[src/hw/rtl/cwfq_pkg.sv]
`timescale 1ns / 1ps
package cwfq_pkg;
    localparam int unsigned WEIGHT_W = 16;
    localparam int unsigned IDENT_W  = 32;
    localparam int unsigned SIZE_W   = 16;
    localparam int unsigned TIME_W   = 64;
    localparam int unsigned CLASS_W  = 2;
    localparam int unsigned STATUS_W = 2;
    localparam int unsigned CFG_IDX_W = 2;

    typedef enum logic [STATUS_W-1:0] {
        ST_ENQUEUED = 2'd0,
        ST_DEQUEUED = 2'd1,
        ST_EMPTY    = 2'd2,
        ST_FULL     = 2'd3
    } t_status;

    typedef enum logic {
        KIND_ENQ = 1'b0,
        KIND_DEQ = 1'b1
    } t_kind;

    typedef enum logic [3:0] {
        S_IDLE, S_ENQ_CHECK, S_DIV_START, S_DIV_RUN, S_ENQ_WRITE,
        S_DEQ_READ, S_DEQ_WAIT, S_DEQ_SCAN, S_DEQ_FETCH, S_DEQ_FETCH_WAIT,
        S_DEQ_POP, S_OUT
    } t_state;

    typedef struct packed {
        logic load_item;
        logic enq_check;
        logic div_start;
        logic div_step;
        logic enq_write;
        logic scan_rd;
        logic scan_cmp;
        logic scan_next;
        logic fetch_rd;
        logic deq_pop;
        logic set_empty;
        logic set_full;
    } t_cmd;

    typedef struct packed {
        logic kind_deq;
        logic enq_reject;
        logic div_done;
        logic scan_last;
        logic found;
    } t_sts;
endpackage

[src/hw/rtl/cwfq_ctrl.sv]
`timescale 1ns / 1ps
module cwfq_ctrl (
    input  logic            i_clk,
    input  logic            i_rst_n,
    input  logic            i_in_valid,
    output logic            o_in_ready,
    output logic            o_out_valid,
    input  logic            i_out_ready,
    input  cwfq_pkg::t_sts  i_sts,
    output cwfq_pkg::t_cmd  o_cmd
);
    import cwfq_pkg::*;

    t_state r_state, n_state;

    always_ff @(posedge i_clk) begin
        if (!i_rst_n) begin
            r_state <= S_IDLE;
        end else begin
            r_state <= n_state;
        end
    end

    always_comb begin
        n_state = r_state;
        unique case (r_state)
            S_IDLE: begin
                if (i_in_valid) n_state = S_ENQ_CHECK;
            end
            S_ENQ_CHECK: begin
                if (i_sts.kind_deq) n_state = S_DEQ_READ;
                else if (i_sts.enq_reject) n_state = S_OUT;
                else n_state = S_DIV_START;
            end
            S_DIV_START: n_state = S_DIV_RUN;
            S_DIV_RUN: begin
                if (i_sts.div_done) n_state = S_ENQ_WRITE;
            end
            S_ENQ_WRITE: n_state = S_OUT;
            S_DEQ_READ:  n_state = S_DEQ_WAIT;
            S_DEQ_WAIT:  n_state = S_DEQ_SCAN;
            S_DEQ_SCAN: begin
                if (!i_sts.scan_last) n_state = S_DEQ_READ;
                else n_state = S_DEQ_FETCH;
            end
            S_DEQ_FETCH: begin
                if (i_sts.found) n_state = S_DEQ_FETCH_WAIT;
                else n_state = S_OUT;
            end
            S_DEQ_FETCH_WAIT: n_state = S_DEQ_POP;
            S_DEQ_POP: n_state = S_OUT;
            S_OUT: begin
                if (i_out_ready) n_state = S_IDLE;
            end
            default: n_state = S_IDLE;
        endcase
    end

    always_comb begin
        o_cmd       = '0;
        o_in_ready  = 1'b0;
        o_out_valid = 1'b0;
        unique case (r_state)
            S_IDLE: begin
                o_in_ready = 1'b1;
                o_cmd.load_item = i_in_valid;
            end
            S_ENQ_CHECK: begin
                o_cmd.enq_check = 1'b1;
                o_cmd.set_full  = !i_sts.kind_deq && i_sts.enq_reject;
            end
            S_DIV_START: o_cmd.div_start = 1'b1;
            S_DIV_RUN:   o_cmd.div_step  = 1'b1;
            S_ENQ_WRITE: o_cmd.enq_write = 1'b1;
            S_DEQ_READ:  o_cmd.scan_rd   = 1'b1;
            S_DEQ_WAIT:  ;
            S_DEQ_SCAN: begin
                o_cmd.scan_cmp  = 1'b1;
                o_cmd.scan_next = 1'b1;
            end
            S_DEQ_FETCH: begin
                o_cmd.fetch_rd  = i_sts.found;
                o_cmd.set_empty = !i_sts.found;
            end
            S_DEQ_FETCH_WAIT: ;
            S_DEQ_POP:   o_cmd.deq_pop = 1'b1;
            S_OUT:       o_out_valid = 1'b1;
            default: ;
        endcase
    end

    a_ready_idle: assert property (@(posedge i_clk) disable iff (!i_rst_n)
        o_in_ready |-> !o_out_valid) else $error("ready while result pending");
    a_out_hold: assert property (@(posedge i_clk) disable iff (!i_rst_n)
        (o_out_valid && !i_out_ready) |=> o_out_valid) else $error("result dropped");
    a_div_ends: assert property (@(posedge i_clk) disable iff (!i_rst_n)
        (r_state == S_DIV_RUN && i_sts.div_done) |=> r_state == S_ENQ_WRITE)
        else $error("divide did not finish cleanly");
endmodule

[config.mk]
export PLATFORM = sky130hd
export DESIGN_NAME = cwfq_ctrl
export DESIGN_NICKNAME = d
export VERILOG_FILES = /design/src/hw/rtl/cwfq_pkg.sv /design/src/hw/rtl/cwfq_ctrl.sv
export SDC_FILE = /design/constraint.sdc
export NUM_CORES = 1
export LEC_CHECK = 0
export ABC_AREA = 1
export BUFFER_PORTS_ARGS = -buffer_cell sky130_fd_sc_hd__clkbuf_2
export CORE_AREA = 4 4 41 43
export DETAILED_ROUTE_END_ITERATION = 8
export DIE_AREA = 0 0 45 47
export GPL_TIMING_DRIVEN = 0
export PLACE_DENSITY = 0.68
export SETUP_SLACK_MARGIN = 0.02
export SYNTH_ARGS = -nofsm -noshare
export SYNTH_HDL_FRONTEND = slang
export SYNTH_SLANG_ARGS = --single-unit
[constraint.sdc]
create_clock -name i_clk -period 2.4 [get_ports i_clk]
set_input_delay 0.24 -clock i_clk [delete_from_list [all_inputs] [get_ports i_clk]]
set_output_delay 0.24 -clock i_clk [all_outputs]
set_load 0.05 [all_outputs]
==> impl_metrics.toml <==
[run_status]
status = "finished, final reports clean"

[timing]
tns_ns = 0
fin_crit_sh_pct = 68.73
min_period_ns = 1.649
rsz0062_at_grt = "no"
tightest_slew_ns = 0.2859
drv_slew = 0
finClkSkew_ns = 0.0004114
finalHoldViolations = 0
relSlewSlack_pct = 81.02
setup_viol = 0
fin_ws_ns = 0.7505
fmax_mhz = 606.3

[clock_tree]
worstSkewPairLatency_ns = 0.23
clock-sinks = 4
clk_pin_slew_worst_paths_ns = 0.04
postCtsSetupBuffers = 0
numCtsBuffers = 3
cts-htree-levels = 1
cts_max_path_buffers = 2
cts_tree = "yes"
cts-resized-gates = 0
cts-root-buf = "clkbuf_4"
ctsHoldBuffers = 0

[synth]
netlist_area_um2 = 410.4
synth.avg_cell_area_um2 = 5.067
synthTopCellsByArea = "nand2_1 20%, dfxtp_1 20%, inv_1 18%, nor2_1 15%, nand3_1 8.5%"
yosysSeqAreaShare_pct = 19.51
yosysTopAreaCellShare_pct = 20.12
synthCells = 81
synth.distinct_cells = 13
ys_ff_latch = 4
synth_top_cell_by_area = "nand2_1"
syn-num-nets = 90
yosys_warnings = 0

[hold_path]
hold_class = "input pin to register"
hp-start = "i_rst_n"
hold_end = "r_state[1]$_SDFFE_PN0P_"
whs_path_depth = 3

[setup_path]
crit_fanout = 7
max_stage_delay_ns = 0.37
arrival_ns = 1.41
start_kind = "register"
r2r_end = "r_state[3]$_SDFFE_PN0P_"
cp_num_buf_inv = 3
slowest_stage = "dfxtp_1"
crit_type = "register to output port"
end_kind = "output port"
worst_r2r_path_depth = 9
critPathTopFamily = "buffers and inverters"
crit_start = "r_state[1]$_SDFFE_PN0P_"
reg2reg_from = "r_state[1]$_SDFFE_PN0P_"
r2r_slack_ns = 1.16
cp_common_cell = "inv_1"
cp.required_ns = 2.16
crit_path_cell_trace = "inv_1 -> nand2_1 -> nor2_1 -> nand3_1 -> inv_1 -> clkbuf_2"

[final_layout]
final-seq-area_um2 = 80.08
multi_input_area_um2 = 247.7
final_cell_mix = "22 x nand2_1, 22 x clkbuf_2, 20 x inv_1"
fillers = 167
antenna_cells = 0
fin_nets = 117
top_regs = "r_state (4)"
top_register = "r_state"
largest_register_ffs = 4
final_layout_size_suffix_gt1_share_pct = 28.30
finalNonFillerCells = 121
area_delta_synth_final_pct = 36.89

[global_route]
grt_pass1_vias = 440
grt_usage_pct = 11.13
grt.overflow.total = 0
grt_pass1_wl_mm = 1.752
grt_antenna_before_repair = 0
grt_start_max_net_pins = 8

[floorplan]
die_w_um = 45
dieArea_um2 = 2115
core.rowCount = 13
design.core.area_um2 = 1301
start_util_pct = 31.54
fp.dieH_um = 47
io_pins = 23

[drt]
vias = 513
drc = 0
wire_per_inst_um = 8.810
viasPerCell = 4.240
postRouteAntennaNets = 0
finalWirelength_mm = 1.066
drtIter0Drc = 5
drt_pass1_iterations = 4

[placement]
portBuffers = 22
place.detailed.hpwl_um = 921.3
dp_cells = 118
place_ws_ns = 0.9776
gp_congestion = 0.8139

[pwr]
peakVddDrop_v = 0.0005304
cellLeakagePower_nw = 0.3833
powerDensity_nw_per_um2 = 1189

[job]
cap_viol_max_count = 0
## synthesized netlist by cell type
| cell type | count |
|---|---|
| o21ai_1 | 1 |
| dfxtp_1 | 4 |
| inv_1 | 20 |
| nor2_1 | 16 |
| nand2_1 | 22 |
| a21oi_1 | 1 |
| nor2_4 | 1 |
| nor2_2 | 2 |
| buf_4 | 1 |
| nand3_1 | 7 |
| nand3b_1 | 2 |
| nand2_2 | 1 |
| o21ai_0 | 3 |
## how the worst max path moves through the flow
| stage | endpoint | depth (start not counted) |
|---|---|---|
| after detailed placement | o_cmd[0] | 6 |
| after global routing | o_cmd[0] | 6 |
| after global placement | o_cmd[1] | 5 |
| after CTS | o_cmd[0] | 6 |
| after floorplan | o_cmd[0] | 5 |
| final | o_cmd[0] | 6 |
## worst reg2reg max path: cells and delay by family, from the launching register on
kind	cells	cell delay, ns
buf+inv	2	0.11
compound gates	1	0.08
simple gates	6	0.50
flops	1	0.45
## per-layer routing
metal | share of wire (%) | track usage [%] | up-vias | routed length, um
met4 | 0 | 3.509 | 0 | 0
li1 | - | - | 288 | -
met2 | 47 | 17.51 | 11 | 496
met3 | 5.5 | 3.831 | 0 | 59
met1 | 48 | 14.29 | 214 | 510
met5 | 0 | 0 | - | 0
## cells by family after synthesis
| family | share of synthesized area [%] |
|---|---|
| AO/OA/AOI/OAI | 6.094 |
| flip-flops | 19.51 |
| buffers and inverters | 20.12 |
| AND/OR/NAND/NOR | 54.27 |
## metrics by stage
| step | utilization (%) | hold WS, ns | area [um^2] | total power, mW |
|---|---|---|---|---|
| floorplan | - | 0.3376 | 410.4 | 0.4860 |
| global placement | 41.44 | 0.4600 | 539.3 | 0.5846 |
| detailed placement | 41.44 | 0.4650 | 539.3 | 0.5870 |
| CTS | 43.17 | 0.2237 | 561.8 | 0.6750 |
| global route | 43.17 | 0.2415 | 561.8 | 0.7359 |
| finish | 43.17 | 0.2307 | 561.8 | 0.6680 |
## where the power goes
part           total, mW  leakage (nW)  switching (mW)  internal, mW
logic              0.476         0.337           0.361         0.116
registers          0.111        0.0328          0.0222        0.0884
clock network     0.0812        0.0138          0.0254        0.0558
## layout make-up
class / instances / share of cell area [%]
Sequential cell: 4 / 14.25
Clock buffer: 3 / 4.009
Inverter: 20 / 13.36
Timing Repair Buffer: 22 / 19.60
Tap cell: 15 / 3.341
Multi-Input combinational cell: 56 / 44.10
Buffer: 1 / 1.336
Power figures use the tool's default switching activity.
